$ cat config.mk
export PLATFORM = sky130hd
export DESIGN_NAME = terminal_key_sequence_decoder_flat
export DESIGN_NICKNAME = d
export VERILOG_FILES = /design/src/hw/rtl/tksd_pkg.sv /design/src/hw/rtl/tksd_if.sv /design/src/hw/rtl/tksd_step.sv /design/src/hw/rtl/terminal_key_sequence_decoder.sv /design/src/flat_wrapper.sv
export SDC_FILE = /design/constraint.sdc
export NUM_CORES = 1
export LEC_CHECK = 0
export BUFFER_PORTS_ARGS = -buffer_cell sky130_fd_sc_hd__buf_2
export CAP_MARGIN = 20
export CELL_PAD_IN_SITES_DETAIL_PLACEMENT = 0
export CELL_PAD_IN_SITES_GLOBAL_PLACEMENT = 1
export CORE_UTILIZATION = 45
export DETAILED_ROUTE_END_ITERATION = 8
export GPL_ROUTABILITY_DRIVEN = 1
export GPL_TIMING_DRIVEN = 0
export PLACE_DENSITY = 0.87
export SYNTH_ARGS = -nofsm -noshare
export SYNTH_HDL_FRONTEND = slang
export SYNTH_HIERARCHICAL = 1
export SYNTH_SLANG_ARGS = --single-unit
$ cat constraint.sdc
create_clock -name i_clk -period 5.3 [get_ports i_clk]
set_clock_uncertainty 0.1 [all_clocks]
set_input_delay 1.59 -clock i_clk [delete_from_list [all_inputs] [get_ports i_clk]]
set_output_delay 1.59 -clock i_clk [all_outputs]
set_load 0.01 [all_outputs]
$ cat src/hw/rtl/tksd_pkg.sv
// Package for the terminal key sequence decoder.
// Holds the decoder state and key event types, key codes and byte constants.
// No dependencies.
package tksd_pkg;

    typedef enum logic [1:0] {
        PH_IDLE = 2'd0,
        PH_ESC  = 2'd1,
        PH_CSI  = 2'd2,
        PH_SS3  = 2'd3
    } t_phase;

    typedef struct packed {
        t_phase      phase;
        logic [31:0] first_param;
        logic [31:0] second_param;
        logic [2:0]  param_count;
    } t_state;

    typedef struct packed {
        logic [4:0]  key_special;
        logic [31:0] char_code;
        logic [2:0]  modifiers;
    } t_key;

    localparam logic [4:0] K_CHAR   = 5'd0;
    localparam logic [4:0] K_ESC    = 5'd1;
    localparam logic [4:0] K_UP     = 5'd2;
    localparam logic [4:0] K_DOWN   = 5'd3;
    localparam logic [4:0] K_RIGHT  = 5'd4;
    localparam logic [4:0] K_LEFT   = 5'd5;
    localparam logic [4:0] K_HOME   = 5'd6;
    localparam logic [4:0] K_END    = 5'd7;
    localparam logic [4:0] K_INS    = 5'd8;
    localparam logic [4:0] K_DEL    = 5'd9;
    localparam logic [4:0] K_PGUP   = 5'd10;
    localparam logic [4:0] K_PGDN   = 5'd11;
    localparam logic [4:0] K_F1     = 5'd12;
    localparam logic [4:0] K_F5     = 5'd16;
    localparam logic [4:0] K_F6     = 5'd17;
    localparam logic [4:0] K_F7     = 5'd18;
    localparam logic [4:0] K_F8     = 5'd19;
    localparam logic [4:0] K_F9     = 5'd20;
    localparam logic [4:0] K_F10    = 5'd21;
    localparam logic [4:0] K_F11    = 5'd22;
    localparam logic [4:0] K_F12    = 5'd23;
    localparam logic [4:0] K_LAST   = 5'd23;

    localparam logic [2:0] MOD_NONE  = 3'b000;
    localparam logic [2:0] MOD_ALT   = 3'b010;
    localparam logic [2:0] MOD_CTRL  = 3'b100;

    localparam logic [7:0] B_ESC       = 8'h1B;
    localparam logic [7:0] B_CTRL_LAST = 8'd26;
    localparam logic [7:0] B_BS        = 8'h08;
    localparam logic [7:0] B_TAB       = 8'h09;
    localparam logic [7:0] B_LF        = 8'h0A;
    localparam logic [7:0] B_CR        = 8'h0D;
    localparam logic [7:0] B_LETTER0   = 8'h60;
    localparam logic [7:0] B_FINAL_LO  = 8'h40;
    localparam logic [7:0] B_FINAL_HI  = 8'h7E;

    localparam logic [2:0] PARAM_MAX   = 3'd4;
    localparam logic [31:0] CP_ESC     = 32'h0000_001B;

    function automatic logic [4:0] tilde_key(input logic [31:0] v);
        logic [4:0] k;
        begin
            case (v)
                32'd2:   k = K_INS;
                32'd3:   k = K_DEL;
                32'd5:   k = K_PGUP;
                32'd6:   k = K_PGDN;
                32'd15:  k = K_F5;
                32'd17:  k = K_F6;
                32'd18:  k = K_F7;
                32'd19:  k = K_F8;
                32'd20:  k = K_F9;
                32'd21:  k = K_F10;
                32'd23:  k = K_F11;
                32'd24:  k = K_F12;
                default: k = K_CHAR;
            endcase
            return k;
        end
    endfunction

endpackage

$ cat src/hw/rtl/tksd_if.sv
// Stream interfaces for the terminal key sequence decoder.
// Depends on nothing; payload widths are fixed by the byte and key formats.
interface tksd_byte_if;
    logic       valid;
    logic       ready;
    logic       func;
    logic [7:0] data_byte;

    modport source(output valid, output func, output data_byte, input ready);
    modport sink(input valid, input func, input data_byte, output ready);
endinterface

interface tksd_key_if;
    logic        valid;
    logic        ready;
    logic [4:0]  key_special;
    logic [31:0] char_code;
    logic [2:0]  modifiers;

    modport source(output valid, output key_special, output char_code,
                   output modifiers, input ready);
    modport sink(input valid, input key_special, input char_code,
                 input modifiers, output ready);
endinterface

$ cat src/hw/rtl/tksd_step.sv
// Next-state and key event logic for one byte or timeout request.
// Depends on tksd_pkg.
module tksd_step (
    input  tksd_pkg::t_state i_state,
    input  logic             i_func,
    input  logic [7:0]       i_byte,
    output tksd_pkg::t_state o_state,
    output logic             o_emit,
    output tksd_pkg::t_key   o_key
);
    import tksd_pkg::*;

    logic        is_ctrl;
    logic        is_digit;
    logic [31:0] digit;
    logic [2:0]  pc_open;
    logic [31:0] mod_src;
    logic [2:0]  csi_mods;
    logic [31:0] letter;

    always_comb begin
        is_ctrl  = (i_byte >= 8'd1) && (i_byte <= B_CTRL_LAST);
        is_digit = (i_byte >= "0") && (i_byte <= "9");
        digit    = {28'd0, i_byte[3:0]};
        pc_open  = (i_state.param_count == 3'd0) ? 3'd1 : i_state.param_count;
        mod_src  = (i_state.param_count > 3'd1) ? i_state.second_param : 32'd0;
        csi_mods = (mod_src == 32'd0) ? MOD_NONE : (mod_src[2:0] - 3'd1);
        letter   = {24'd0, B_LETTER0 + i_byte};
    end

    always_comb begin
        o_state = i_state;
        o_emit  = 1'b0;
        o_key   = '{key_special: K_CHAR, char_code: 32'd0, modifiers: MOD_NONE};
        if (i_func) begin
            if (i_state.phase == PH_ESC) begin
                o_state.phase     = PH_IDLE;
                o_emit            = 1'b1;
                o_key.key_special = K_ESC;
            end
        end else begin
            case (i_state.phase)
                PH_IDLE: begin
                    if (i_byte == B_ESC) begin
                        o_state.phase = PH_ESC;
                    end else begin
                        o_emit = 1'b1;
                        if (is_ctrl && i_byte != B_BS && i_byte != B_TAB &&
                            i_byte != B_LF && i_byte != B_CR) begin
                            o_key.char_code = letter;
                            o_key.modifiers = MOD_CTRL;
                        end else begin
                            o_key.char_code = {24'd0, i_byte};
                        end
                    end
                end
                PH_ESC: begin
                    if (i_byte == "[") begin
                        o_state.phase        = PH_CSI;
                        o_state.first_param  = 32'd0;
                        o_state.second_param = 32'd0;
                        o_state.param_count  = 3'd0;
                    end else if (i_byte == "O") begin
                        o_state.phase = PH_SS3;
                    end else begin
                        o_state.phase = PH_IDLE;
                        o_emit        = 1'b1;
                        if (is_ctrl) begin
                            o_key.char_code = letter;
                            o_key.modifiers = MOD_ALT | MOD_CTRL;
                        end else begin
                            o_key.char_code = {24'd0, i_byte};
                            o_key.modifiers = MOD_ALT;
                        end
                    end
                end
                PH_SS3: begin
                    o_state.phase = PH_IDLE;
                    if (i_byte >= "P" && i_byte <= "S") begin
                        o_emit            = 1'b1;
                        o_key.key_special = K_F1 + {3'd0, i_byte[1:0]};
                    end
                end
                PH_CSI: begin
                    if (is_digit) begin
                        o_state.param_count = pc_open;
                        if (pc_open == 3'd1) begin
                            o_state.first_param = {i_state.first_param[28:0], 3'd0}
                                + {i_state.first_param[30:0], 1'b0} + digit;
                        end else if (pc_open == 3'd2) begin
                            o_state.second_param = {i_state.second_param[28:0], 3'd0}
                                + {i_state.second_param[30:0], 1'b0} + digit;
                        end
                    end else if (i_byte == ";") begin
                        o_state.param_count = (pc_open < PARAM_MAX) ? pc_open + 3'd1
                                                                    : pc_open;
                    end else if (i_byte >= B_FINAL_LO && i_byte <= B_FINAL_HI) begin
                        o_state.phase        = PH_IDLE;
                        o_state.first_param  = 32'd0;
                        o_state.second_param = 32'd0;
                        o_state.param_count  = 3'd0;
                        o_key.modifiers      = csi_mods;
                        o_emit               = 1'b1;
                        case (i_byte)
                            "A": o_key.key_special = K_UP;
                            "B": o_key.key_special = K_DOWN;
                            "C": o_key.key_special = K_RIGHT;
                            "D": o_key.key_special = K_LEFT;
                            "H": o_key.key_special = K_HOME;
                            "F": o_key.key_special = K_END;
                            "P", "Q", "R", "S": begin
                                o_key.key_special = K_F1 + {3'd0, i_byte[1:0]};
                            end
                            "~": begin
                                o_key.key_special = tilde_key(i_state.first_param);
                                o_emit = (o_key.key_special != K_CHAR);
                            end
                            "u": begin
                                if (i_state.first_param == CP_ESC) begin
                                    o_key.key_special = K_ESC;
                                end else begin
                                    o_key.char_code = i_state.first_param;
                                end
                            end
                            default: o_emit = 1'b0;
                        endcase
                    end
                end
                default: o_state.phase = PH_IDLE;
            endcase
        end
    end

endmodule

$ cat src/hw/rtl/terminal_key_sequence_decoder.sv
// Top level of the terminal key sequence decoder.
// Depends on tksd_pkg, the interfaces in tksd_if and the tksd_step module.
//
// The request channel i_req carries one terminal byte (func low) or one
// read-timeout tick (func high) per request. The key channel o_key carries
// key events: a special-key number, a character code and modifier bits.
// A request causes zero or one key event; escape prefixes, SS3 and CSI
// bytes are absorbed until the sequence completes.
// A request is taken into an input register, decoded from there against the
// sequence state, and its key event is then registered in the result register.
// One request is accepted every cycle while the input register is not held by
// a stall; the only per-request work is one pass through the decoder between
// the input and result registers.
// When the receiver holds o_key.ready low, the result register holds its
// event and the input register holds the next request, so at most two
// requests that cause events are taken before i_req.ready drops. A request
// that causes no event is still decoded during a stall.
// Reset empties both registers, returns to the idle state and clears the
// CSI parameters.
module terminal_key_sequence_decoder (
    input  logic i_clk,
    input  logic i_rst_n,
    tksd_byte_if.sink  i_req,
    tksd_key_if.source o_key
);
    import tksd_pkg::*;

    logic       r_in_valid;
    logic       r_func;
    logic [7:0] r_byte;
    t_state     r_state;
    t_state     n_state;
    logic       r_out_valid;
    t_key       r_key;
    t_key       n_key;
    logic       n_emit;
    logic       in_ready;
    logic       fire;

    tksd_step u_step (
        .i_state (r_state),
        .i_func  (r_func),
        .i_byte  (r_byte),
        .o_state (n_state),
        .o_emit  (n_emit),
        .o_key   (n_key)
    );

    always_comb begin
        fire     = r_in_valid && (!n_emit || !r_out_valid || o_key.ready);
        in_ready = !r_in_valid || fire;
    end

    assign i_req.ready       = in_ready;
    assign o_key.valid       = r_out_valid;
    assign o_key.key_special = r_key.key_special;
    assign o_key.char_code   = r_key.char_code;
    assign o_key.modifiers   = r_key.modifiers;

    always_ff @(posedge i_clk) begin
        if (!i_rst_n) begin
            r_in_valid <= 1'b0;
            r_out_valid <= 1'b0;
            r_state <= '{phase: PH_IDLE, first_param: 32'd0,
                         second_param: 32'd0, param_count: 3'd0};
        end else begin
            if (in_ready) begin
                r_in_valid <= i_req.valid;
            end
            if (fire) begin
                r_state <= n_state;
            end
            if (fire && n_emit) begin
                r_out_valid <= 1'b1;
            end else if (o_key.ready) begin
                r_out_valid <= 1'b0;
            end
        end
    end

    always_ff @(posedge i_clk) begin
        if (in_ready && i_req.valid) begin
            r_func <= i_req.func;
            r_byte <= i_req.data_byte;
        end
        if (fire && n_emit) begin
            r_key <= n_key;
        end
    end

    a_param_count_range: assert property (@(posedge i_clk) disable iff (!i_rst_n)
        r_state.param_count <= PARAM_MAX)
        else $error("CSI parameter count out of range.");

    a_params_clear_outside_csi: assert property (@(posedge i_clk) disable iff (!i_rst_n)
        r_state.phase != PH_CSI |-> (r_state.first_param == 32'd0 &&
            r_state.second_param == 32'd0 && r_state.param_count == 3'd0))
        else $error("CSI parameters not cleared outside a CSI sequence.");

    a_key_range: assert property (@(posedge i_clk) disable iff (!i_rst_n)
        r_out_valid |-> (r_key.key_special <= K_LAST &&
            (r_key.key_special == K_CHAR || r_key.char_code == 32'd0)))
        else $error("Key event has an invalid special key or code.");

    a_no_overwrite: assert property (@(posedge i_clk) disable iff (!i_rst_n)
        (r_out_valid && !o_key.ready) |=> (r_out_valid && $stable(r_key)))
        else $error("Pending key event was lost.");

endmodule

$ cat src/flat_wrapper.sv
// flat-port wrapper written by rule: the top's interface ports become plain ports
module terminal_key_sequence_decoder_flat import tksd_pkg::*;
  (i_clk, i_rst_n, i_req_valid, i_req_func, i_req_data_byte, i_req_ready, o_key_valid, o_key_key_special, o_key_char_code, o_key_modifiers, o_key_ready);
  tksd_byte_if i_req_i ();
  tksd_key_if o_key_i ();
  input  logic i_clk;
  input  logic i_rst_n;
  input wire logic [$bits(i_req_i.valid)-1:0] i_req_valid;
  input wire logic [$bits(i_req_i.func)-1:0] i_req_func;
  input wire logic [$bits(i_req_i.data_byte)-1:0] i_req_data_byte;
  output wire logic [$bits(i_req_i.ready)-1:0] i_req_ready;
  output wire logic [$bits(o_key_i.valid)-1:0] o_key_valid;
  output wire logic [$bits(o_key_i.key_special)-1:0] o_key_key_special;
  output wire logic [$bits(o_key_i.char_code)-1:0] o_key_char_code;
  output wire logic [$bits(o_key_i.modifiers)-1:0] o_key_modifiers;
  input wire logic [$bits(o_key_i.ready)-1:0] o_key_ready;
  assign i_req_i.valid = i_req_valid;
  assign i_req_i.func = i_req_func;
  assign i_req_i.data_byte = i_req_data_byte;
  assign i_req_ready = i_req_i.ready;
  assign o_key_valid = o_key_i.valid;
  assign o_key_key_special = o_key_i.key_special;
  assign o_key_char_code = o_key_i.char_code;
  assign o_key_modifiers = o_key_i.modifiers;
  assign o_key_i.ready = o_key_ready;
  terminal_key_sequence_decoder u_core (.i_clk(i_clk), .i_rst_n(i_rst_n), .i_req(i_req_i), .o_key(o_key_i));
endmodule
; ---- Word level (Yosys, flattened, before mapping)
; Memory sizes are Yosys's and may differ from the RTL's. A register that Yosys moved wholly into a read port is not among the register bits.
; Cells that the tools add are included.
[word_totals]
elab_cells = 159
romBits = 160
mem_count = 1
out_inout_bits = 42
inputBits = 13
regBits = 120
[memory_table]
columns = name, words, word_bits, rd, rd_ports_with_merged_regs, wr, line
row1 = (no name shown), 32, 5, 1, 1, 0, tksd_pkg.sv:69  ; case (v)
[classes]
eq_ne = 38
n_bitwise = 1
magnitude_cmp = 10
n_reduce_logical = 30
add_sub_neg = 8
n_mux = 60
[ops]
columns = cell, count
row1 = $mux W32, 6
row2 = $mux W67, 2
row3 = $pmux W67 S2, 1
row4 = $mux W40, 3
row5 = $eq A8 B7 Y1 const B, 14
row6 = $pmux W35 S3, 1
row7 = $mux W35, 2
row8 = $mux W69, 1
row9 = $mux W66, 1
row10 = $add A32 B32 Y32, 2
row11 = $add A32 B4 Y32, 2
row12 = $mux W5, 11
row13 = $pmux W5 S9, 1
row14 = $eq A32 B5 Y1 const B, 1
row15 = $logic_not A32 Y1, 1
row16 = $ne A8 B4 Y1 const B, 4
row17 = $logic_not A27 Y1, 1
row18 = $mux W11, 2
row19 = $ge A8 B7 Y1 const B, 2
row20 = $le A8 B7 Y1 const B, 2
row21 = $mux W3, 5
row22 = $ne A3 B3 Y1 const B, 5
row23 = $mux W1, 13
row24 = $mux W2, 6
row25 = 39 further kinds, 58

; ---- Logic depth before layout (Yosys ltp)
; Gate-level depths: netlist (run 1).
[logic_depth]
depth_word = 22
mapped_depth = 15
mapped_depth_nobuf = 14

; ---- By module
; The synthesis (run 1) kept the hierarchy.
[by_module_without_submodules]
columns = module, n_inst, seq_area_each_um2, cells_per_inst, area_each_um2
row1 = tksd_step, 1, 0.0, 883, 6129.6
row2 = terminal_key_sequence_decoder, 1, 2892.8, 360, 4453.0

; ---- Worst setup path before layout (run 1)
; Ideal clock, no wire load.
[synth_path]
path_kind = reg-to-output
startpoint = register u_core.r_byte[5]
endpoint = output port i_req_ready
path_stages_with_launch = 11
t_arrival_ns = 2.255
n_path_buf = 1
required_time_ns = 3.610
setup_slack_ns = 1.355
path_cell_list = edfxtp_1 clkbuf_1 nand4b_1 nor4_1 a31o_2 o311a_1 o31ai_1 a31o_2 a21oi_1 and2_1 nand2_1
[synth_via]
elab_chain_cells = 13
word_cells_on_any_way = 41
cone_classes = order compare: 6 / eq/ne: 16 / mux: 10 / reduce/logical: 9
[synth_lines]
columns = element, line
row1 = "start, declared", terminal_key_sequence_decoder.sv:30  ; logic [7:0] r_byte;
row2 = "start signal, assigned", terminal_key_sequence_decoder.sv:84  ; r_byte <= i_req.data_byte;
row3 = $eq A8 B7 Y1, tksd_step.sv:104  ; case (i_byte)
row4 = $reduce_or A11 Y1 (no source line), n/a
row5 = $pmux W1 S2, tksd_step.sv:104
row6 = $mux W1, tksd_step.sv:97  ; end else if (i_byte >= B_FINAL_LO && i_byte <= B_FINAL_HI) begin
row7 = $mux W1, tksd_step.sv:94  ; end else if (i_byte == ";") begin
row8 = $mux W1, tksd_step.sv:85  ; if (is_digit) begin
row9 = $pmux W1 S4 (*), tksd_step.sv:42  ; case (i_state.phase)
row10 = $mux W1 (*), tksd_step.sv:35  ; if (i_func) begin
row11 = named net u_core.n_emit, terminal_key_sequence_decoder.sv:36  ; logic n_emit;
row12 = $logic_not A1 Y1 (*), terminal_key_sequence_decoder.sv:50  ; fire = r_in_valid && (!n_emit || !r_out_valid || o_key.ready);
row13 = $logic_or A1 B1 Y1 (*) (2 in series), terminal_key_sequence_decoder.sv:50
row14 = $logic_and A1 B1 Y1 (*), terminal_key_sequence_decoder.sv:50
row15 = $logic_or A1 B1 Y1 (*), terminal_key_sequence_decoder.sv:51  ; in_ready = !r_in_valid || fire;
row16 = "end, declared", flat_wrapper.sv:11  ; output wire logic [$bits(i_req_i.ready)-1:0] i_req_ready;
; The timed path passes the listed nets; every way through them passes the cells marked *.

; ---- Worst setup path after layout (run 1)
; Ends and elaborated chain as after synthesis.

==> results of run 1 <==
-- sequential cells by signal, indices dropped and copies added, names as in the netlist --
signal	count
u_core/r_state	69
u_core/o_key.char_code	32
u_core/r_byte	8
u_core/o_key.key_special	5
u_core/o_key.modifiers	3
u_core/o_key.valid	1
u_core/r_func	1
u_core/r_in_valid	1
-- critical path: stages (launching register included) --
cell and delay, ns:
edfxtp_1 0.39, clkbuf_1 0.33, nand4b_1 0.16, nor4_2 0.40, a31o_2 0.19, o311a_1 0.27, o31ai_1 0.12, a31o_2 0.26
a21oi_1 0.28, and2_1 0.21, nand2_1 0.07, buf_2 0.14
-- final cells by class --
cell class              instances  area, sq um
clock buffers                  23          522
plain buffers                  67          479
clock inverters                 9         83.8
flip-flops and latches        120         2890
fillers                      2195        11000
repair buffers                 53          265
multi-input cells            1016         7070
well taps                     313          392
inverters                      40          150
-- synth_stat cells, drive strengths merged, types with 5 or more instances --
library cell / n / area (sq um)
and2: 6 / 37.5
a22oi: 5 / 37.5
xor2: 18 / 158
dfxtp: 71 / 1420
nor2: 48 / 188
nand3: 31 / 155
buf: 31 / 288
o21bai: 10 / 75.1
a21oi: 73 / 369
a22o: 14 / 123
edfxtp: 49 / 1470
o31ai: 11 / 87.6
ha: 133 / 1660
nand2b: 10 / 62.6
nor3: 21 / 115
inv: 40 / 150
a211oi: 7 / 52.6
a21o: 27 / 203
nor2b: 7 / 51.3
a31oi: 8 / 50.1
xnor2: 33 / 289
clkbuf: 28 / 106
mux2i: 77 / 771
and3: 32 / 200
o21ai: 81 / 409
nand2: 246 / 928
o22ai: 5 / 31.3
nand4: 13 / 81.3
a21boi: 6 / 48.8
o21a: 9 / 67.6
nor4: 16 / 115
-- metrics by stage --
| step | utilization (%) | hold slack, ns |
|---|---|---|
| after floorplan | - | 0.335 |
| after CTS | 51.9 | 0.380 |
| after global routing | 51.9 | 0.382 |
| final | 51.9 | 0.378 |
| after global placement | 49.2 | 0.345 |
| after detailed placement | 49.2 | 0.363 |
-- cell usage in the layout (no fill, tap or decap), types with 8 or more instances in the layout --
cell and count:
mux2i_1 77, edfxtp_1 49, o21bai_1 10, nand4_1 13, and3_1 32, nand2b_1 10, clkbuf_1 29, dfxtp_1 71
ha_1 133, buf_2 69, nand2_1 244, clkbuf_16 20, a21oi_1 72, xnor2_1 33, nor2_1 47, o21ai_0 51
o31ai_1 10, inv_1 40, xor2_1 18, o21ai_1 29, nor4_1 14, a21o_1 27, a31oi_1 8, nand3_1 31
a22o_1 14, o21a_1 9, nor3_1 19
-- cells by family (layout without fill, tap and decap cells) --
group / count (synthesis) / count (layout) / share of synthesized area (%)
compound gates: 298 / 298 / 18.6
xor+xnor: 51 / 51 / 4.22
fa+ha+maj: 137 / 137 / 16.5
buf+inv: 107 / 192 / 5.95
flops: 120 / 120 / 27.3
mux: 78 / 78 / 7.42
simple gates: 452 / 452 / 20.0
-- metal layers --
metal / vias up / wire length (microns)
met5: - / 0
met1: 4375 / 12700
met4: 0 / 537
met3: 37 / 1390
li1: 4673 / -
met2: 229 / 12700
-- final timing paths --
kind                                                 startpoint                         endpoint
worst max-delay path                 u_core/r_byte[5]$_DFFE_PP_                      i_req_ready
worst min-delay path             u_core/r_state[0]$_SDFFE_PN0P_   u_core/r_state[0]$_SDFFE_PN0P_
worst max register to register  u_core/r_state[37]$_SDFFE_PN0P_  u_core/r_state[66]$_SDFFE_PN0P_
worst min register to register   u_core/r_state[0]$_SDFFE_PN0P_   u_core/r_state[0]$_SDFFE_PN0P_
-- power groups by stage --
stage	combinational, mW	sequential, mW	clock, mW
final	0.162	0.986	1.18
after global routing	0.175	0.988	1.23
after CTS	0.162	0.986	1.20
after detailed placement	0.162	1.01	0
after global placement	0.161	1.01	0
after floorplan	0.106	1.01	0
==> qor.txt, run 1 <==
status = finished, final reports clean
Warnings, synthesis = 6
Sink Count = 120
Max VDD drop = 226 uV
Critical Path Sink Type = output port
Worst Hold Class = reg -> reg
Mapped Cells = 1243
Resized cells post-CTS = 0
number of synthesized flops with an enable pin = 49
post-route cell area = 0.0119 sq mm
met1 usage = 31.5%
period utilisation layout = 93.2%
Final min period = 4.94 ns
Max H-tree Level = 4
pwr/cell area = 197 mW/mm^2
CP max FO = 8
Flop pwr share = 42.3%
Total GRT Usage = 23.3%
total number of vias = 9314
layout cells sized above 1 = 10.5%
synth-to-layout area growth = 12.0%
setup TNS = 0 ns
sw power = 550 uW
final worst slack = 0.362 ns
Post-layout nets = 1465
total CTS buffers = 17
internal power = 1.78 mW
GPL Wtd Cong = 0.934
Starting Density = 46.3%
syn nets = 1393
cell area after synthesis = 0.0106 sq mm
endpoints failing setup = 0
Sw Ratio = 23.6%
pre-CTS setup slack = 0.765 ns
R2R cell count = 15
die area = 0.0241 sq mm
GRT busiest layer = met2
Iter 0 DRT Violations = 530
fmax = 203 MHz
Row Count = 55
post-route insts no fill = 1641
Worst EP arrival = 3.25 ns
Mean Syn Cell Area = 8.51 sq um
worst slew pin tran = 0.963 ns
sequential area share after synthesis = 27.3%
clk slew on worst S/H paths = 0.06 ns
Combinational Power Share = 7.0%
initial antenna violation count = 0
GRT met3 Usage = 3.65%
first-pass GRT wire length = 45300 microns
Detailed Place HPWL = 20600 microns
async set-reset flop share out of synthesis = 0%
reg2reg setup slack = 1.17 ns
worst hold stages = 2
max-cap check violation count = 0
Post-route DRC = 0
largest net degree at the start of global routing = 41
dpl cells = 1609
I/O Pins = 55
IO Port Bufs = 53
vias in the first global route = 8933
RSZ-0062 raised after global routing = false
Rel. slew slack = 35.8%
hold buffers post-CTS = 0
startpoint types = flop
CTS Buffer Depth = 2
gr ovfl total = 0
met2 Use GR = 38.4%
Clock Power Share = 50.7%
Clock Latency Late Sink = 0.42 ns
post-CTS setup buffers = 0
power consumption = 2.33 mW
Final ANT Viol Nets = 0
TritonRoute pass-1 iters = 5
Die H = 155 microns
Worst EP required = 3.61 ns
Via density = 5.68
max-slew violations = 0
post-synth cell types = 84
CTS tree = done
flops & latches, synth = 120
root buf cell = clkbuf_16
critical path class = reg -> out
routed len/inst = 16.6 microns
Main synth FF type = dfxtp_1
endpoints failing hold = 0
diode count = 0
P_leak = 5.14 nW
core region area = 0.0228 sq mm
Area after DPL = 0.0112 sq mm
WL final = 27300 microns
Horiz. Die Dim = 155 microns
Note: power is estimated with default switching activity, not from simulation.
==> run 2: changes to the inputs <==
--- a/config.mk
+++ b/config.mk
@@ -5,6 +5,7 @@
 export SDC_FILE = /design/constraint.sdc
 export NUM_CORES = 1
 export LEC_CHECK = 0
+export ABC_AREA = 1
 export BUFFER_PORTS_ARGS = -buffer_cell sky130_fd_sc_hd__buf_2
 export CAP_MARGIN = 20
 export CELL_PAD_IN_SITES_DETAIL_PLACEMENT = 0
@@ -13,7 +14,7 @@
 export DETAILED_ROUTE_END_ITERATION = 8
 export GPL_ROUTABILITY_DRIVEN = 1
 export GPL_TIMING_DRIVEN = 0
-export PLACE_DENSITY = 0.87
+export PLACE_DENSITY = 0.92
 export SYNTH_ARGS = -nofsm -noshare
 export SYNTH_HDL_FRONTEND = slang
 export SYNTH_HIERARCHICAL = 1
==> run 2 against run 1 <==
Register-to-register slack hardly changed. Non-clock buffer count is 4 higher. Cell count is 55% higher. Die area is 21% higher. Total power is 29% higher. Worst setup slack worse by 0.13 ns. Critical path depth is 3 higher. Sequential power is 11% higher. First-iteration DRC count is 110% higher. Clock power hardly changed. Core utilization is 1.1 points lower. Routed wire length is 53% higher. Critical endpoint unchanged.
==> qor.txt, run 2 <==
Critical Path Sink Type = output port (unchanged)
clk slew on worst S/H paths = 0.06 ns (about the same)
Resized cells post-CTS = 0 (unchanged)
CTS Buffer Depth = 2 (unchanged)
Critical path buffers and inverters = 4 (was 2)
status = finished, final reports clean (unchanged)
max-slew violations = 0 (unchanged)
hold buffers post-CTS = 0 (unchanged)
vias in the first global route = 12700 (was 8933)
total number of vias = 13700 (was 9314)
Sink Count = 120 (unchanged)
commonest cells after routing, fill and taps aside = nand2_1 (573), inv_1 (310), nor2_1 (220) (was nand2_1 (244), ha_1 (133), mux2i_1 (77))
Detailed Place HPWL = 33400 microns (was 20600 microns)
root buf cell = clkbuf_16 (unchanged)
Worst EP required = 3.61 ns (about the same)
Main synth FF type = dfxtp_1 (unchanged)
diode count = 0 (unchanged)
hold_sp = u_core/r_state[3]$_SDFFE_PN0P_ (was u_core/r_state[0]$_SDFFE_PN0P_)
Largest Register = u_core/r_state (unchanged)
slowest stage delay, CP = 0.60 ns (was 0.40 ns)
TritonRoute pass-1 iters = 6 (was 5)
setup TNS = 0 ns (unchanged)
flops & latches, synth = 120 (unchanged)
# fillers = 2981 (was 2195)
post-CTS setup buffers = 0 (unchanged)
Warnings, synthesis = 6 (unchanged)
Worst EP arrival = 3.37 ns (was 3.25 ns)
hold endpoint = u_core/r_state[3]$_SDFFE_PN0P_ (was u_core/r_state[0]$_SDFFE_PN0P_)
Post-route DRC = 0 (unchanged)
GPL Wtd Cong = 0.952 (was 0.934)
CP max FO = 7 (was 8)
Final min period = 5.06 ns (was 4.94 ns)
Mean Syn Cell Area = 6.17 sq um (was 8.51 sq um)
routed len/inst = 16.4 microns (was 16.6 microns)
met1 usage = 37.6% (was 31.5%)
post-route insts no fill = 2536 (was 1641)
CP Cell Sequence = inv_1 > nor2_1 > nand3_1 > nand2_1 > inv_1 > nand4_1 > nand2_1 > inv_1 > nand2_1 > nand2_1 > nand2_1 > a21oi_1 > nand4_1 > buf_2 (was clkbuf_1 > nand4b_1 > nor4_2 > a31o_2 > o311a_1 > o31ai_1 > a31o_2 > a21oi_1 > and2_1 > nand2_1 > buf_2)
FF-to-FF Start = u_core/r_byte[2]$_DFFE_PP_ (was u_core/r_state[37]$_SDFFE_PN0P_)
die area = 0.0291 sq mm (was 0.0241 sq mm)
fmax = 198 MHz (was 203 MHz)
post-synth top area share = 16.8% (was 15.7%)
P_leak = 7.18 nW (was 5.14 nW)
dpl cells = 2504 (was 1609)
IO Port Bufs = 53 (unchanged)
worst r2r dst = u_core/o_key.char_code[30]$_DFFE_PP_ (was u_core/r_state[66]$_SDFFE_PN0P_)
gr ovfl total = 0 (unchanged)
endpoints failing hold = 0 (unchanged)
R2R cell count = 18 (was 15)
Row Count = 61 (was 55)
core region area = 0.0279 sq mm (was 0.0228 sq mm)
WL final = 41700 microns (was 27300 microns)
first-pass GRT wire length = 65800 microns (was 45300 microns)
Iter 0 DRT Violations = 1088 (was 530)
async set-reset flop share out of synthesis = 0% (unchanged)
Die H = 171 microns (was 155 microns)
worst slew pin tran = 0.851 ns (was 0.963 ns)
max-cap check violation count = 0 (unchanged)
I/O Pins = 55 (unchanged)
crit-path most repeated cell = nand2_1 (was a31o_2)
Total GRT Usage = 29.0% (was 23.3%)
Final Util = 50.8% (was 51.9%)
pwr/cell area = 213 mW/mm^2 (was 197 mW/mm^2)
total CTS buffers = 17 (unchanged)
synth top area cells = nand2_1 (17%), ha_1 (13%), edfxtp_1 (12%) (was ha_1 (16%), edfxtp_1 (14%), dfxtp_1 (13%))
initial antenna violation count = 0 (unchanged)
sequential area share after synthesis = 22.6% (was 27.3%)
Multi-input gate area = 0.00832 sq mm (was 0.00707 sq mm)
post-synth cell types = 49 (was 84)
commonest non-fill, non-tap cell in the layout = nand2_1 (unchanged)
Rel. slew slack = 43.3% (was 35.8%)
Final ANT Viol Nets = 0 (unchanged)
endpoints failing setup = 0 (unchanged)
top post-synthesis cells by count = nand2_1 (573), inv_1 (311), nor2_1 (220), a21oi_1 (206), nand3_1 (168) (was nand2_1 (244), ha_1 (133), mux2i_1 (77), a21oi_1 (72), dfxtp_1 (71))
critical path's top delay family = simple AND/OR/NAND/NOR gates (was compound AO/OA/AOI/OAI gates)
Post-layout nets = 2295 (was 1465)
GRT met3 Usage = 2.75% (was 3.65%)
Mapped Cells = 2072 (was 1243)
number of synthesized flops with an enable pin = 49 (unchanged)
Clock Latency Late Sink = 0.43 ns (was 0.42 ns)
Horiz. Die Dim = 171 microns (was 155 microns)
worst hold stages = 2 (unchanged)
CTS tree = done (unchanged)
Max H-tree Level = 4 (unchanged)
Starting Density = 45.9% (was 46.3%)
register area = 0.00289 sq mm (unchanged)
startpoint types = flop (unchanged)
slowest CP cell = edfxtp_1 (was nor4_2)
final worst slack = 0.237 ns (was 0.362 ns)
met2 Use GR = 50.0% (was 38.4%)
max reg flops = 69 (unchanged)
Via density = 5.39 (was 5.68)
count leader, synth = nand2_1 (unchanged)
synth-to-layout area growth = 10.6% (was 12.0%)
critical path class = reg -> out (unchanged)
syn nets = 2222 (was 1393)
Worst Hold Class = reg -> reg (unchanged)
reg2reg setup slack = 1.17 ns (about the same)
area leader, netlist = nand2_1 (was ha_1)
Max VDD drop = 210 uV (was 226 uV)
cell area after synthesis = 0.0128 sq mm (was 0.0106 sq mm)
GRT busiest layer = met2 (unchanged)
largest net degree at the start of global routing = 23 (was 41)
period utilisation layout = 95.5% (was 93.2%)
pre-CTS setup slack = 0.715 ns (was 0.765 ns)
RSZ-0062 raised after global routing = false (unchanged)
layout cells sized above 1 = 7.18% (was 10.5%)
-- run 2: changes by cell type in the layout (fill, tap and decap cells not counted), moves of 77 or more --
cell,change
nand2_1,+329
a21oi_1,+134
nand3_1,+137
mux2i_1,-77
nor2_1,+173
inv_1,+270
-- run 2: worst register-to-register path, cell delays in order (launching register included) --
cell and delay, ns:
edfxtp_1 0.60, inv_1 0.23, nor2_1 0.24, nand3_1 0.27, nand2_1 0.14, inv_1 0.05
nand4_1 0.07, nand2_1 0.07, inv_1 0.12, nand2_1 0.08, nand2_1 0.09, nand2_1 0.06
a21oi_1 0.52, nand3_2 0.23, buf_4 0.23, buf_2 0.20, nand3_1 0.10, inv_2 0.22
buf_16 0.25
-- run 2: where the power goes --
part | internal, mW | switching (mW) | leakage, nW
sequential | 1.01 | 0.0781 | 1.09
clock | 0.705 | 0.482 | 0.286
combinational | 0.256 | 0.481 | 5.81
total | 1.97 | 1.04 | 7.18
-- run 2: through the flow --
stage                     hold slack [ns]  area (sq um)  power, mW
after detailed placement            0.404         13600       1.82
after global placement              0.396         13500       1.81
after CTS                           0.428         14200       3.02
after global routing                0.453         14200       3.16
final                               0.431         14200       3.01
after floorplan                     0.375         12800       1.61
-- run 2: worst max-delay path by stage --
| stage | from | endpoint | slack (ns) | depth (start not counted) |
|---|---|---|---|---|
| global route | u_core/r_byte[2]$_DFFE_PP_ | i_req_ready | 0.05 | 14 |
| finish | u_core/r_byte[2]$_DFFE_PP_ | i_req_ready | 0.24 | 14 |
| CTS | u_core/r_byte[2]$_DFFE_PP_ | i_req_ready | 0.26 | 14 |
| detailed placement | u_core/r_byte[2]$_DFFE_PP_ | i_req_ready | 0.72 | 14 |
| global placement | u_core/r_byte[1]$_DFFE_PP_ | u_core/o_key.char_code[12]$_DFFE_PP_ | 0.49 | 16 |
| floorplan | u_core/r_byte[5]$_DFFE_PP_ | i_req_ready | 1.65 | 14 |
-- run 2: logic make-up (layout without fill, tap and decap cells) --
group	after synthesis	in the layout	share of synthesized area, %
AND/OR/NAND/NOR	1049	1049	34.5
XOR/XNOR	30	30	2.05
flip-flops	120	120	22.6
buffers and inverters	392	478	12.3
adder cells (fa/ha/maj)	137	137	13.6
AO/OA/AOI/OAI	344	344	14.9
-- run 2: layer usage --
layer	vias up	part of all wire, %
li1	6898	-
met1	6265	45
met2	428	47
met3	69	5.5
met4	0	3.1
met5	-	0
-- run 2: layout make-up --
type / instances / share of cell area, %
multi-input combinational: 1560 / 58.8
clock inverter: 14 / 1.16
tap: 378 / 3.34
buffer: 70 / 2.61
inverter: 322 / 8.54
timing repair buffer: 54 / 2.07
clock buffer: 18 / 3.03
sequential: 120 / 20.4
==> run 3: changes to the inputs <==
--- a/config.mk
+++ b/config.mk
@@ -5,16 +5,15 @@
 export SDC_FILE = /design/constraint.sdc
 export NUM_CORES = 1
 export LEC_CHECK = 0
-export ABC_AREA = 1
 export BUFFER_PORTS_ARGS = -buffer_cell sky130_fd_sc_hd__buf_2
 export CAP_MARGIN = 20
-export CELL_PAD_IN_SITES_DETAIL_PLACEMENT = 0
+export CELL_PAD_IN_SITES_DETAIL_PLACEMENT = 1
 export CELL_PAD_IN_SITES_GLOBAL_PLACEMENT = 1
 export CORE_UTILIZATION = 45
 export DETAILED_ROUTE_END_ITERATION = 8
 export GPL_ROUTABILITY_DRIVEN = 1
 export GPL_TIMING_DRIVEN = 0
-export PLACE_DENSITY = 0.92
+export PLACE_DENSITY = 0.87
 export SYNTH_ARGS = -nofsm -noshare
 export SYNTH_HDL_FRONTEND = slang
 export SYNTH_HIERARCHICAL = 1
==> run 3 against run 2 <==
Global-route usage decreased by 0.61 points. Critical path depth decreased by 3. Sequential share of layout area increased by 4.0 points. Die area decreased by 17%. Critical path type unchanged. Critical endpoint unchanged.
==> qor.txt, run 3 (synthesis results as in run 1) <==
status = finished, final reports clean (unchanged)
Via density = 6.05 (was 5.39)
Max H-tree Level = 4 (unchanged)
# fillers = 2797 (was 2981)
WL final = 33800 microns (was 41700 microns)
Worst EP required = 3.61 ns (about the same)
total CTS buffers = 17 (unchanged)
CP Cell Sequence = clkbuf_1 > nand4b_1 > nor4_2 > a31o_2 > o311a_1 > o31ai_1 > a31o_2 > a21oi_1 > and2_1 > nand2_1 > buf_2 (was inv_1 > nor2_1 > nand3_1 > nand2_1 > inv_1 > nand4_1 > nand2_1 > inv_1 > nand2_1 > nand2_1 > nand2_1 > a21oi_1 > nand4_1 > buf_2)
max-slew violations = 0 (unchanged)
IO Port Bufs = 53 (unchanged)
synth-to-layout area growth = 12.0% (was 10.6%)
Die H = 155 microns (was 171 microns)
root buf cell = clkbuf_16 (unchanged)
routed len/inst = 20.6 microns (was 16.4 microns)
max-cap check violation count = 0 (unchanged)
RSZ-0062 raised after global routing = false (unchanged)
Sink Count = 120 (unchanged)
Rel. slew slack = 34.5% (was 43.3%)
core region area = 0.0228 sq mm (was 0.0279 sq mm)
P_leak = 5.15 nW (was 7.18 nW)
post-CTS setup buffers = 0 (unchanged)
Final ANT Viol Nets = 0 (unchanged)
vias in the first global route = 10300 (was 12700)
Post-layout nets = 1465 (was 2295)
Total GRT Usage = 28.4% (was 29.0%)
clk slew on worst S/H paths = 0.06 ns (about the same)
FF-to-FF Start = u_core/r_state[37]$_SDFFE_PN0P_ (was u_core/r_byte[2]$_DFFE_PP_)
CP endpoint = i_req_ready (unchanged)
worst r2r dst = u_core/r_state[66]$_SDFFE_PN0P_ (was u_core/o_key.char_code[30]$_DFFE_PP_)
layout cells sized above 1 = 10.5% (was 7.18%)
critical path class = reg -> out (unchanged)
TritonRoute pass-1 iters = 5 (was 6)
Horiz. Die Dim = 155 microns (was 171 microns)
Worst Hold Class = reg -> reg (unchanged)
gr ovfl total = 0 (unchanged)
reg2reg setup slack = 0.86 ns (was 1.17 ns)
Worst Setup SP = u_core/r_byte[5]$_DFFE_PP_ (was u_core/r_byte[2]$_DFFE_PP_)
Worst EP arrival = 3.42 ns (was 3.37 ns)
GPL Wtd Cong = 0.934 (was 0.952)
R2R cell count = 15 (was 18)
startpoint types = flop (unchanged)
Starting Density = 46.3% (was 45.9%)
endpoints failing hold = 0 (unchanged)
Row Count = 55 (was 61)
worst slew pin tran = 0.983 ns (was 0.851 ns)
critical path's top delay family = compound AO/OA/AOI/OAI gates (was simple AND/OR/NAND/NOR gates)
slowest stage delay, CP = 0.42 ns (was 0.60 ns)
CTS Buffer Depth = 2 (unchanged)
Final Util = 51.9% (was 50.8%)
hold buffers post-CTS = 0 (unchanged)
CP max FO = 8 (was 7)
Max VDD drop = 232 uV (was 210 uV)
pwr/cell area = 198 mW/mm^2 (was 213 mW/mm^2)
Largest Register = u_core/r_state (unchanged)
Detailed Place HPWL = 24200 microns (was 33400 microns)
crit-path most repeated cell = a31o_2 (was nand2_1)
Critical Path Sink Type = output port (unchanged)
setup TNS = 0 ns (unchanged)
Iter 0 DRT Violations = 647 (was 1088)
slowest CP cell = nor4_2 (was edfxtp_1)
max reg flops = 69 (unchanged)
commonest cells after routing, fill and taps aside = nand2_1 (244), ha_1 (133), mux2i_1 (77) (was nand2_1 (573), inv_1 (310), nor2_1 (220))
I/O Pins = 55 (unchanged)
first-pass GRT wire length = 54600 microns (was 65800 microns)
Post-route DRC = 0 (unchanged)
initial antenna violation count = 1 (was 0)
CTS tree = done (unchanged)
Final min period = 5.11 ns (was 5.06 ns)
Critical path buffers and inverters = 2 (was 4)
fmax = 196 MHz (was 198 MHz)
endpoints failing setup = 0 (unchanged)
commonest non-fill, non-tap cell in the layout = nand2_1 (unchanged)
total number of vias = 9935 (was 13700)
Clock Latency Late Sink = 0.44 ns (was 0.43 ns)
largest net degree at the start of global routing = 41 (was 23)
period utilisation layout = 96.5% (was 95.5%)
die area = 0.0241 sq mm (was 0.0291 sq mm)
WP depth = 11 (was 14)
Resized cells post-CTS = 0 (unchanged)
-- run 3: metal layers --
layer,share of wire [%],up-vias,GRT usage (%)
li1,-,4679,-
met1,43,4892,35.3
met2,50,281,49.6
met3,4.4,83,3.65
met4,2.7,0,11.5
met5,0,-,0
-- run 3: tightest hold or removal path: cells and delay by family, from the launching register on --
| family | cells | cell delay, ns |
|---|---|---|
| flops | 1 | 0.33 |
| simple gates | 1 | 0.06 |
| mux | 1 | 0.06 |
-- run 3: area by class of cell --
cell class	count	area [sq um]	share of cell area [%]
inverter	40	150	1.27
clock buffer	23	520	4.39
timing repair buffer	53	265	2.24
antenna	1	2.50	0.0211
buffer	67	479	4.04
multi-input combinational	1016	7070	59.6
clock inverter	9	82.6	0.697
sequential	120	2890	24.4
tap	313	392	3.30
-- run 3: worst min path at each step --
stage               cells after the start                             from                         endpoint
floorplan                               2   u_core/r_state[0]$_SDFFE_PN0P_   u_core/r_state[0]$_SDFFE_PN0P_
global placement                        2   u_core/r_state[0]$_SDFFE_PN0P_   u_core/r_state[0]$_SDFFE_PN0P_
detailed placement                      2   u_core/r_state[0]$_SDFFE_PN0P_   u_core/r_state[0]$_SDFFE_PN0P_
CTS                                     2  u_core/r_state[34]$_SDFFE_PN0P_  u_core/r_state[34]$_SDFFE_PN0P_
global route                            2  u_core/r_state[34]$_SDFFE_PN0P_  u_core/r_state[34]$_SDFFE_PN0P_
finish                                  2  u_core/r_state[34]$_SDFFE_PN0P_  u_core/r_state[34]$_SDFFE_PN0P_
-- run 3: where the power goes --
part | total, mW | internal [mW] | switching, mW
Combinational | 0.170 | 0.0605 | 0.110
Sequential | 0.987 | 0.978 | 0.00917
Clock | 1.19 | 0.739 | 0.450
-- run 3: stage by stage --
| stage | hold slack, ns | worst slack, ns | cells | total power, mW | cell area, sq um |
|---|---|---|---|---|---|
| 3_3_place_gp | 0.345 | 0.722 | 1609 | 1.17 | 11200 |
| 3_5_place_dp | 0.372 | 0.564 | 1609 | 1.17 | 11200 |
| 6_report | 0.394 | 0.187 | 1642 | 2.35 | 11900 |
| 4_1_cts | 0.402 | 0.112 | 1641 | 2.36 | 11800 |
| 5_1_grt | 0.424 | 0.0408 | 1641 | 2.40 | 11900 |
| 2_1_floorplan | 0.335 | 1.36 | 1243 | 1.12 | 10600 |
